$ cat src/rtl/core/decimal_text_to_fp2_parser_unit_defines.svh
// assertion macros for the decimal text to fp2 parser
`ifndef DECIMAL_TEXT_TO_FP2_PARSER_UNIT_DEFINES_SVH
`define DECIMAL_TEXT_TO_FP2_PARSER_UNIT_DEFINES_SVH

`ifndef SYNTHESIS
// checked outside reset
`define DTFP_ASSERT(lbl, prop, msg) \
  lbl: assert property (@(posedge clk) disable iff (rst) prop) else $error(msg);
// checked also across reset
`define DTFP_ASSERT_RST(lbl, prop, msg) \
  lbl: assert property (@(posedge clk) prop) else $error(msg);
`else
`define DTFP_ASSERT(lbl, prop, msg)
`define DTFP_ASSERT_RST(lbl, prop, msg)
`endif

`endif

$ cat src/rtl/core/dtfp_pkg.sv
package dtfp_pkg;

  localparam int CFG_IDX_W = 3;
  localparam int CODE_W    = 16;
  localparam int ACC_W     = 14;

  localparam logic [CFG_IDX_W-1:0] REG_NAN     = 3'd0;
  localparam logic [CFG_IDX_W-1:0] REG_POS_INF = 3'd1;
  localparam logic [CFG_IDX_W-1:0] REG_NEG_INF = 3'd2;
  localparam logic [CFG_IDX_W-1:0] REG_FAIL    = 3'd3;

  localparam logic [CODE_W-1:0] NAN_CODE_RST     = 16'h9FFE;
  localparam logic [CODE_W-1:0] POS_INF_CODE_RST = 16'h1FFF;
  localparam logic [CODE_W-1:0] NEG_INF_CODE_RST = 16'h9FFF;
  localparam logic [CODE_W-1:0] FAIL_CODE_RST    = 16'hFFFF;

  localparam logic [ACC_W-1:0] SIG_MAX = 14'd7999;

  // decimal position field
  localparam logic [1:0] POS0 = 2'd0;
  localparam logic [1:0] POS1 = 2'd1;
  localparam logic [1:0] POS2 = 2'd2;
  localparam logic [1:0] POS3 = 2'd3;

  localparam logic [7:0] CH_MINUS = 8'h2D;
  localparam logic [7:0] CH_DOT   = 8'h2E;
  localparam logic [7:0] CH_0     = 8'h30;
  localparam logic [7:0] CH_9     = 8'h39;
  localparam logic [7:0] CH_UP_A  = 8'h41;
  localparam logic [7:0] CH_UP_Z  = 8'h5A;
  localparam logic [7:0] CH_CASE  = 8'h20;
  localparam logic [7:0] CH_A     = 8'h61;
  localparam logic [7:0] CH_F     = 8'h66;
  localparam logic [7:0] CH_I     = 8'h69;
  localparam logic [7:0] CH_N     = 8'h6E;

  typedef enum logic [7:0] {
    MATCH_START = 8'b0000_0001,
    MATCH_N     = 8'b0000_0010,
    MATCH_NA    = 8'b0000_0100,
    MATCH_NAN   = 8'b0000_1000,
    MATCH_I     = 8'b0001_0000,
    MATCH_IN    = 8'b0010_0000,
    MATCH_INF   = 8'b0100_0000,
    MATCH_DEAD  = 8'b1000_0000
  } match_t;

  typedef struct packed {
    logic             is_nan;
    logic             is_inf;
    logic             bad;
    logic             neg;
    logic [ACC_W-1:0] sig;
    logic [ACC_W-1:0] ip;
    logic [1:0]       frac;
  } snap_t;

endpackage

$ cat src/rtl/core/decimal_text_to_fp2_parser_unit.sv
// decimal text to fp2 parser
//
// input channel: one ascii character per transfer (char_code), last_char set
// on the final character of a string. in_valid/in_stall handshake.
// output channel: one fp2_word and parse_ok per string, given for the
// transfer that carried last_char. out_valid/out_stall handshake.
// config port: cfg_we writes cfg_data into the code register selected by
// cfg_index (0 nan, 1 inf, 2 -inf, 3 fail); other indexes are ignored.
//
// throughput: one character per cycle while in_stall is low. after the last
// character transfer, the result is registered first in the snapshot
// register and then in the result register.
// when the receiver stalls, the result register holds; the snapshot stage
// still takes one more string end, and after that in_stall holds every
// character until the result register is free again.
// reset clears all string state, empties both stages and loads the default
// special codes.
`include "decimal_text_to_fp2_parser_unit_defines.svh"

module decimal_text_to_fp2_parser_unit (
  input  logic                             clk,
  input  logic                             rst,
  input  logic                             in_valid,
  output logic                             in_stall,
  input  logic [7:0]                       char_code,
  input  logic                             last_char,
  output logic                             out_valid,
  input  logic                             out_stall,
  output logic [15:0]                      fp2_word,
  output logic                             parse_ok,
  input  logic                             cfg_we,
  input  logic [dtfp_pkg::CFG_IDX_W-1:0]   cfg_index,
  input  logic [15:0]                      cfg_data
);

  logic [15:0] nan_code;
  logic [15:0] pos_inf_code;
  logic [15:0] neg_inf_code;
  logic [15:0] fail_code;

  logic [2:0]                   char_count, char_count_next;
  logic                         negative_seen, negative_seen_next;
  logic [2:0]                   digit_count, digit_count_next;
  logic [dtfp_pkg::ACC_W-1:0]   significand_acc, significand_acc_next;
  logic [dtfp_pkg::ACC_W-1:0]   integer_part, integer_part_next;
  logic [1:0]                   fraction_digits, fraction_digits_next;
  logic                         point_seen, point_seen_next;
  logic                         syntax_failed, syntax_failed_next;
  dtfp_pkg::match_t             special_match, special_match_next;

  dtfp_pkg::snap_t snap, snap_next;
  logic            snap_valid;
  logic            snap_adv;
  logic            in_acc;

  logic [7:0]  lc;
  logic        first;
  logic        is_digit;

  logic                       over;
  logic [1:0]                 pos;
  logic [dtfp_pkg::ACC_W-1:0] scaled;
  logic [15:0]                word_next;
  logic                       ok_next;

  assign snap_adv = !out_valid || !out_stall;
  assign in_stall = snap_valid && !snap_adv;
  assign in_acc   = in_valid && !in_stall;

  // config registers
  always_ff @(posedge clk) begin
    if (rst) begin
      nan_code     <= dtfp_pkg::NAN_CODE_RST;
      pos_inf_code <= dtfp_pkg::POS_INF_CODE_RST;
      neg_inf_code <= dtfp_pkg::NEG_INF_CODE_RST;
      fail_code    <= dtfp_pkg::FAIL_CODE_RST;
    end else if (cfg_we) begin
      unique case (cfg_index)
        dtfp_pkg::REG_NAN:     nan_code     <= cfg_data;
        dtfp_pkg::REG_POS_INF: pos_inf_code <= cfg_data;
        dtfp_pkg::REG_NEG_INF: neg_inf_code <= cfg_data;
        dtfp_pkg::REG_FAIL:    fail_code    <= cfg_data;
        default: ;
      endcase
    end
  end

  // per-character state update
  always_comb begin
    lc = char_code;
    if (char_code >= dtfp_pkg::CH_UP_A && char_code <= dtfp_pkg::CH_UP_Z) begin
      lc = char_code + dtfp_pkg::CH_CASE;
    end
    first    = (char_count == 3'd0);
    is_digit = (char_code >= dtfp_pkg::CH_0) && (char_code <= dtfp_pkg::CH_9);

    unique case (special_match)
      dtfp_pkg::MATCH_START: begin
        if (first && char_code == dtfp_pkg::CH_MINUS) begin
          special_match_next = dtfp_pkg::MATCH_START;
        end else if (lc == dtfp_pkg::CH_N && !negative_seen) begin
          special_match_next = dtfp_pkg::MATCH_N;
        end else if (lc == dtfp_pkg::CH_I) begin
          special_match_next = dtfp_pkg::MATCH_I;
        end else begin
          special_match_next = dtfp_pkg::MATCH_DEAD;
        end
      end
      dtfp_pkg::MATCH_N:
        special_match_next = (lc == dtfp_pkg::CH_A) ? dtfp_pkg::MATCH_NA : dtfp_pkg::MATCH_DEAD;
      dtfp_pkg::MATCH_NA:
        special_match_next = (lc == dtfp_pkg::CH_N) ? dtfp_pkg::MATCH_NAN : dtfp_pkg::MATCH_DEAD;
      dtfp_pkg::MATCH_I:
        special_match_next = (lc == dtfp_pkg::CH_N) ? dtfp_pkg::MATCH_IN : dtfp_pkg::MATCH_DEAD;
      dtfp_pkg::MATCH_IN:
        special_match_next = (lc == dtfp_pkg::CH_F) ? dtfp_pkg::MATCH_INF : dtfp_pkg::MATCH_DEAD;
      default:
        special_match_next = dtfp_pkg::MATCH_DEAD;
    endcase

    negative_seen_next   = negative_seen;
    digit_count_next     = digit_count;
    significand_acc_next = significand_acc;
    integer_part_next    = integer_part;
    fraction_digits_next = fraction_digits;
    point_seen_next      = point_seen;
    syntax_failed_next   = syntax_failed;

    priority if (first && char_code == dtfp_pkg::CH_MINUS) begin
      negative_seen_next = 1'b1;
    end else if (!last_char && char_code == dtfp_pkg::CH_DOT) begin
      if (digit_count == 3'd0 || point_seen) begin
        syntax_failed_next = 1'b1;
      end else begin
        integer_part_next = significand_acc;
        point_seen_next   = 1'b1;
      end
    end else if (is_digit) begin
      if (digit_count >= 3'd4) begin
        syntax_failed_next = 1'b1;
      end else begin
        // at most three digits held here, so the sum stays below 10000
        significand_acc_next = significand_acc * 14'd10 + {10'd0, char_code[3:0]};
        digit_count_next     = digit_count + 3'd1;
        if (point_seen) begin
          fraction_digits_next = fraction_digits + 2'd1;
        end
      end
    end else begin
      syntax_failed_next = 1'b1;
    end

    char_count_next = (char_count == 3'd7) ? 3'd7 : char_count + 3'd1;

    snap_next.is_nan = (special_match_next == dtfp_pkg::MATCH_NAN);
    snap_next.is_inf = (special_match_next == dtfp_pkg::MATCH_INF);
    snap_next.bad    = syntax_failed_next || (char_count_next == 3'd7) ||
                       (digit_count_next == 3'd0);
    snap_next.neg    = negative_seen_next;
    snap_next.sig    = significand_acc_next;
    snap_next.ip     = point_seen_next ? integer_part_next : significand_acc_next;
    snap_next.frac   = fraction_digits_next;
  end

  always_ff @(posedge clk) begin
    if (rst) begin
      char_count      <= 3'd0;
      negative_seen   <= 1'b0;
      digit_count     <= 3'd0;
      significand_acc <= '0;
      integer_part    <= '0;
      fraction_digits <= 2'd0;
      point_seen      <= 1'b0;
      syntax_failed   <= 1'b0;
      special_match   <= dtfp_pkg::MATCH_START;
    end else if (in_acc) begin
      if (last_char) begin
        // string done, start over
        char_count      <= 3'd0;
        negative_seen   <= 1'b0;
        digit_count     <= 3'd0;
        significand_acc <= '0;
        integer_part    <= '0;
        fraction_digits <= 2'd0;
        point_seen      <= 1'b0;
        syntax_failed   <= 1'b0;
        special_match   <= dtfp_pkg::MATCH_START;
      end else begin
        char_count      <= char_count_next;
        negative_seen   <= negative_seen_next;
        digit_count     <= digit_count_next;
        significand_acc <= significand_acc_next;
        integer_part    <= integer_part_next;
        fraction_digits <= fraction_digits_next;
        point_seen      <= point_seen_next;
        syntax_failed   <= syntax_failed_next;
        special_match   <= special_match_next;
      end
    end
  end

  // snapshot stage
  always_ff @(posedge clk) begin
    if (rst) begin
      snap_valid <= 1'b0;
    end else if (in_acc && last_char) begin
      snap_valid <= 1'b1;
    end else if (snap_adv) begin
      snap_valid <= 1'b0;
    end
  end

  always_ff @(posedge clk) begin
    if (in_acc && last_char) begin
      snap <= snap_next;
    end
  end

  // conversion of the snapshot
  always_comb begin
    over   = snap.sig > dtfp_pkg::SIG_MAX;
    pos    = dtfp_pkg::POS0;
    scaled = snap.sig;
    priority if (snap.sig == '0) begin
      pos = dtfp_pkg::POS0;
    end else if (snap.ip < 14'd8) begin
      pos = dtfp_pkg::POS3;
      priority if (snap.ip == '0) begin
        // pure fraction: scale by the fraction digits present
        if (snap.frac == 2'd1) begin
          scaled = snap.sig * 14'd100;
        end else if (snap.frac == 2'd2) begin
          scaled = snap.sig * 14'd10;
        end
      end else if (snap.sig < 14'd8) begin
        scaled = snap.sig * 14'd1000;
      end else if (snap.sig < 14'd80) begin
        scaled = snap.sig * 14'd100;
      end else if (snap.sig < 14'd800) begin
        scaled = snap.sig * 14'd10;
      end else begin
        scaled = snap.sig;
      end
    end else if (snap.ip < 14'd80) begin
      pos = dtfp_pkg::POS2;
      if (snap.sig < 14'd80) begin
        scaled = snap.sig * 14'd100;
      end else if (snap.sig < 14'd800) begin
        scaled = snap.sig * 14'd10;
      end
    end else if (snap.ip < 14'd800) begin
      pos = dtfp_pkg::POS1;
      if (snap.sig < 14'd800) begin
        scaled = snap.sig * 14'd10;
      end
    end else begin
      pos = dtfp_pkg::POS0;
    end

    priority if (snap.is_nan) begin
      word_next = nan_code;
      ok_next   = 1'b1;
    end else if (snap.is_inf) begin
      word_next = snap.neg ? neg_inf_code : pos_inf_code;
      ok_next   = 1'b1;
    end else if (snap.bad || over) begin
      word_next = fail_code;
      ok_next   = 1'b0;
    end else begin
      word_next = {snap.neg, pos, scaled[12:0]};
      ok_next   = 1'b1;
    end
  end

  // result register
  always_ff @(posedge clk) begin
    if (rst) begin
      out_valid <= 1'b0;
    end else if (snap_adv) begin
      out_valid <= snap_valid;
    end
  end

  always_ff @(posedge clk) begin
    if (snap_adv && snap_valid) begin
      fp2_word <= word_next;
      parse_ok <= ok_next;
    end
  end

  `DTFP_ASSERT(a_fail_word, out_valid && !parse_ok |-> fp2_word == fail_code, "fail flag without fail code")
  `DTFP_ASSERT(a_end_to_snap, in_acc && last_char |=> snap_valid, "string end lost before snapshot")
  `DTFP_ASSERT(a_end_clears, in_acc && last_char |=> char_count == 3'd0 && digit_count == 3'd0 && !point_seen, "string state not cleared")
  `DTFP_ASSERT(a_digit_bound, digit_count <= 3'd4, "digit count above four")
  `DTFP_ASSERT_RST(a_reset_empty, rst |=> !out_valid && !snap_valid, "pipeline not empty after reset")

endmodule
$ cat config.mk
export PLATFORM = sky130hd
export DESIGN_NAME = decimal_text_to_fp2_parser_unit
export DESIGN_NICKNAME = d
export VERILOG_FILES = /design/src/rtl/core/dtfp_pkg.sv /design/src/rtl/core/decimal_text_to_fp2_parser_unit.sv
export VERILOG_INCLUDE_DIRS = /design/src /design/src/rtl/core
export SDC_FILE = /design/constraint.sdc
export NUM_CORES = 1
export LEC_CHECK = 0
export ABC_AREA = 1
export BUFFER_PORTS_ARGS = -buffer_cell sky130_fd_sc_hd__buf_2
export CORE_MARGIN = 2
export CORE_UTILIZATION = 57
export CTS_CLUSTER_SIZE = 8
export DETAILED_ROUTE_END_ITERATION = 6
export PLACE_DENSITY = 0.77
export SYNTH_ARGS = -nofsm -noshare
export SYNTH_HDL_FRONTEND = slang
export SYNTH_SLANG_ARGS = --single-unit
$ cat constraint.sdc
create_clock -name clk -period 4.14 [get_ports clk]
set_clock_uncertainty 0.1 [all_clocks]
set_input_delay 0.207 -clock clk [delete_from_list [all_inputs] [get_ports clk]]
set_output_delay 0.207 -clock clk [all_outputs]
set_load 0.01 [all_outputs]
==> metrics.md <==
| Metric | Value |
|---|---|
| Fill cells | `1726` |
| Drt pass-1 iters | `7` |
| Worst slack, placed | `-65.9 ps` |
| Pwr Density | `318 mW/mm2` |
| Critical R2R Launch | `snap[17]` |
| Failing checks | `DRC, setup timing` |
| Largest net degree at the start of global routing | `66` |
| Synthesized cell area | `0.0113 mm2` |
| Global-route usage over all layers | `0.299` |
| DRT Wirelength | `31200 um` |
| Initial antenna violation count | `0` |
| Crit path max-delay cell type | `fa_1` |
| Crit start category | `flip-flop` |
| Slew @ Worst Pin | `1130 ps` |
| Vias per cell | `5.50` |
| WHS Path Cells | `4` |
| Clock-pin slew on the worst setup and hold paths | `70 ps` |
| Critical-path cell list | `inv_2 -> fa_1 -> fa_1 -> inv_2 -> fa_1 -> inv_2 -> fa_1 -> inv_2 -> ha_4 -> nand2_2 -> inv_2 -> nand4_1 -> nand4_1 -> nand3_1 -> nand2_1 -> inv_2 -> nand2_2 -> nand3_2 -> nand2_1 -> nand2_1 -> nand2_1 -> a21oi_2` |
| CTS Root Cell | `clkbuf_16` |
| Final Max Slew Viols | `0` |
| Register area share after synthesis | `0.334` |
| Layout cells sized above 1 | `0.117` |
| Worst setup path class | `reg2reg` |
| Core area | `0.0195 mm2` |
| Top Ports | `52` |
| Worst hold path endpoint | `special_match[3]` |
| FP Rows | `51` |
| Initial drt markers | `905` |
| Maxcap violations | `0` |
| H-Tree Depth | `4` |
| Cell variety after synth | `52` |
| Grt ovf | `0` |
| Diode count | `0` |
| Clock Latency Late Sink | `430 ps` |
| TritonCTS clock tree | `done` |
| Seq cells post-synth | `164` |
| Synth top area cells | `dfxtp_1 20%, nand2_1 16%, edfxtp_1 14%, ha_1 9.3%, inv_1 6.1%` |
| CTS Sinks | `164` |
| Worst Path Arrival | `4250 ps` |
| First-pass GRT wire length | `51000 um` |
| Final Setup Violations | `1` |
| Critical Path RT | `4210 ps` |
| Max Freq | `239 MHz` |
| Final-stage net count | `1807` |
| Number of routed nets with antenna violations | `0` |
| Clock Path Buffers | `2` |
| Area grow syn2layout | `13.3%` |
| Cells after synthesis | `1594` |
| Status | `complete, but fails checks` |
| Maximum vdd drop | `0.258 mV` |
| Hold Startpoint | `last_char` |
| Crit path max fanout | `4` |
| Hold Violations, Final | `0` |
| Final Non-Filler Cells | `1946` |
| Worst path most repeated cell | `inv_2` |
| Hpwl dp | `23100 um` |
| R2R Path End | `fp2_word[11]` |
| Yosys top cell area share | `0.199` |
| Chip width | `145 um` |
| Starting density of the core | `0.581` |
| Yosys top cell by area | `dfxtp_1` |
| Synthesized area per cell | `7.12 um2` |
| Via count | `10708` |
| Die Height | `145 um` |
| Die area | `0.0210 mm2` |
| CTS Buf Count | `17` |
| Number of remaining DRC errors | `2` |
| Fin worst setup slack | `-42.4 ps` |
| Relative slew slack | `0.246` |
| Ys Warns | `0` |
| Dpl cells | `1891` |
| Worst hold path type | `in2reg` |
| Placer's final routability congestion estimate | `0.965` |
| Tcrit/Tclk final | `1.01` |
| Vias in the first global route | `10248` |
| Port buffer count | `51` |
| Critical path capture point type | `flip-flop` |
| Worst R2R Setup Slack | `-40 ps` |
| Crit-path max cell delay | `530 ps` |
| RSZ-0062 raised after global routing | `true` |
| Critical path startpoint | `snap[17]` |
| Leak | `6.15 nW` |
| Per-cell routed wire length | `16.0 um` |
| Crit path time final | `4180 ps` |
| Synthesized Nets | `1733` |
| R2R depth | `22` |
-- report_power, final --
group	total, mW	internal, mW	leakage [nW]	switching (mW)
clock	1.53	0.823	0.283	0.710
combinational	0.822	0.339	4.47	0.483
sequential	1.73	1.70	1.39	0.0303
total	4.09	2.86	6.15	1.22
-- cell families after synthesis --
kind of cell / share of synthesized area
buffers and inverters: 0.0837
XOR/XNOR: 0.0286
flip-flops: 0.334
AND/OR/NAND/NOR: 0.298
multiplexers: 0.00585
adder cells (fa/ha/maj): 0.131
AO/OA/AOI/OAI: 0.118
-- synthesized netlist by cell type, drive strengths merged --
cell,count
nand2,501
inv,192
nand3,137
dfxtp,113
a21oi,112
nor2,108
o21ai,87
ha,84
edfxtp,51
clkbuf,35
fa,22
nand4,22
xnor2,20
xor2,17
buf,15
nor3,15
o211ai,11
a31oi,6
a21o,5
mux2,5
a22oi,4
nand3b,4
or2,4
a211oi,3
and2,3
o21a,3
o221ai,3
clkinv,2
o22ai,2
a31o,1
mux2i,1
nand2b,1
nor4,1
o2111a,1
o2111ai,1
o21bai,1
o31ai,1
-- area by class of cell --
class | count | area (um2) | area share
clock buffers | 19 | 454 | 0.0353
multi-input cells | 1186 | 6730 | 0.524
clock inverters | 13 | 113 | 0.00876
repair buffers | 105 | 703 | 0.0547
well taps | 265 | 332 | 0.0258
inverters | 194 | 728 | 0.0567
flip-flops and latches | 164 | 3790 | 0.295
-- layer usage --
layer | vias to the layer above | part of all wire | GRT usage
met5 | - | 0 | 0
met4 | 0 | 0.023 | 0.0961
met3 | 61 | 0.066 | 0.0355
met2 | 407 | 0.49 | 0.519
met1 | 4885 | 0.43 | 0.389
li1 | 5355 | - | -
-- per-stage QoR --
stage | power [mW] | TNS (ps) | instance area [um2] | utilization | hold slack (ps)
after floorplan | 2.28 | 0 | 11400 | - | 233
after global placement | 2.49 | -19.3 | 12000 | 0.614 | 332
after detailed placement | 2.50 | -106 | 12000 | 0.614 | 337
after CTS | 4.06 | 0 | 12800 | 0.655 | 49.8
after global routing | 4.25 | -820 | 12900 | 0.658 | 94.1
final | 4.09 | -42.4 | 12900 | 0.658 | 49.5
-- registers in the layout (all words and copies together), names as in the netlist, 2 cells and up --
signal and count:
fraction_digits 2, nan_code 16, neg_inf_code 16, integer_part 14, fp2_word 16, digit_count 3, snap 34, fail_code 16
special_match 8, pos_inf_code 16, char_count 3, significand_acc 14
-- critical path, delay by kind of cell, from the launching register on --
kind,cells,cell delay (ps)
and+or+nand+nor,10,710
buffers and inverters,6,330
DFF,1,470
AOI/OAI and AO/OA,1,60
adders and majority gates,5,2260
-- cells in the final DEF (no fill, tap or decap), drive strengths merged, types with 5 or more instances in the layout --
cell type    Yosys  final
o211ai          11     11
ha              84     84
mux2             5      5
fa              22     22
o21ai           87     87
xnor2           20     20
buf             15     88
nand2          501    501
nor2           108    108
clkbuf          35     19
dfxtp          113    113
inv            192    199
a31oi            6      6
nor3            15     15
a21o             5      5
xor2            17     17
nand4           22     22
clkinv           2      8
a21oi          112    112
nand3          137    137
dlygate4sd3      0     17
edfxtp          51     51
-- what timing repair did --
action,CTS,global route
hold endpoints to repair,65,0
setup buffers,3,3
pin swaps,10,29
endpoints found under the setup margin,3,4
resized for setup,5,13
hold buffers,17,0
-- worst max-delay path by stage --
stage | slack [ps] | end
after global routing | -280 | fp2_word[11]
after floorplan | 10 | fp2_word[11]
final | -40 | fp2_word[11]
after detailed placement | -70 | fp2_word[11]
after CTS | 0.2 | fp2_word[11]
after global placement | -20 | fp2_word[11]
(Power assumes the default switching activity.)
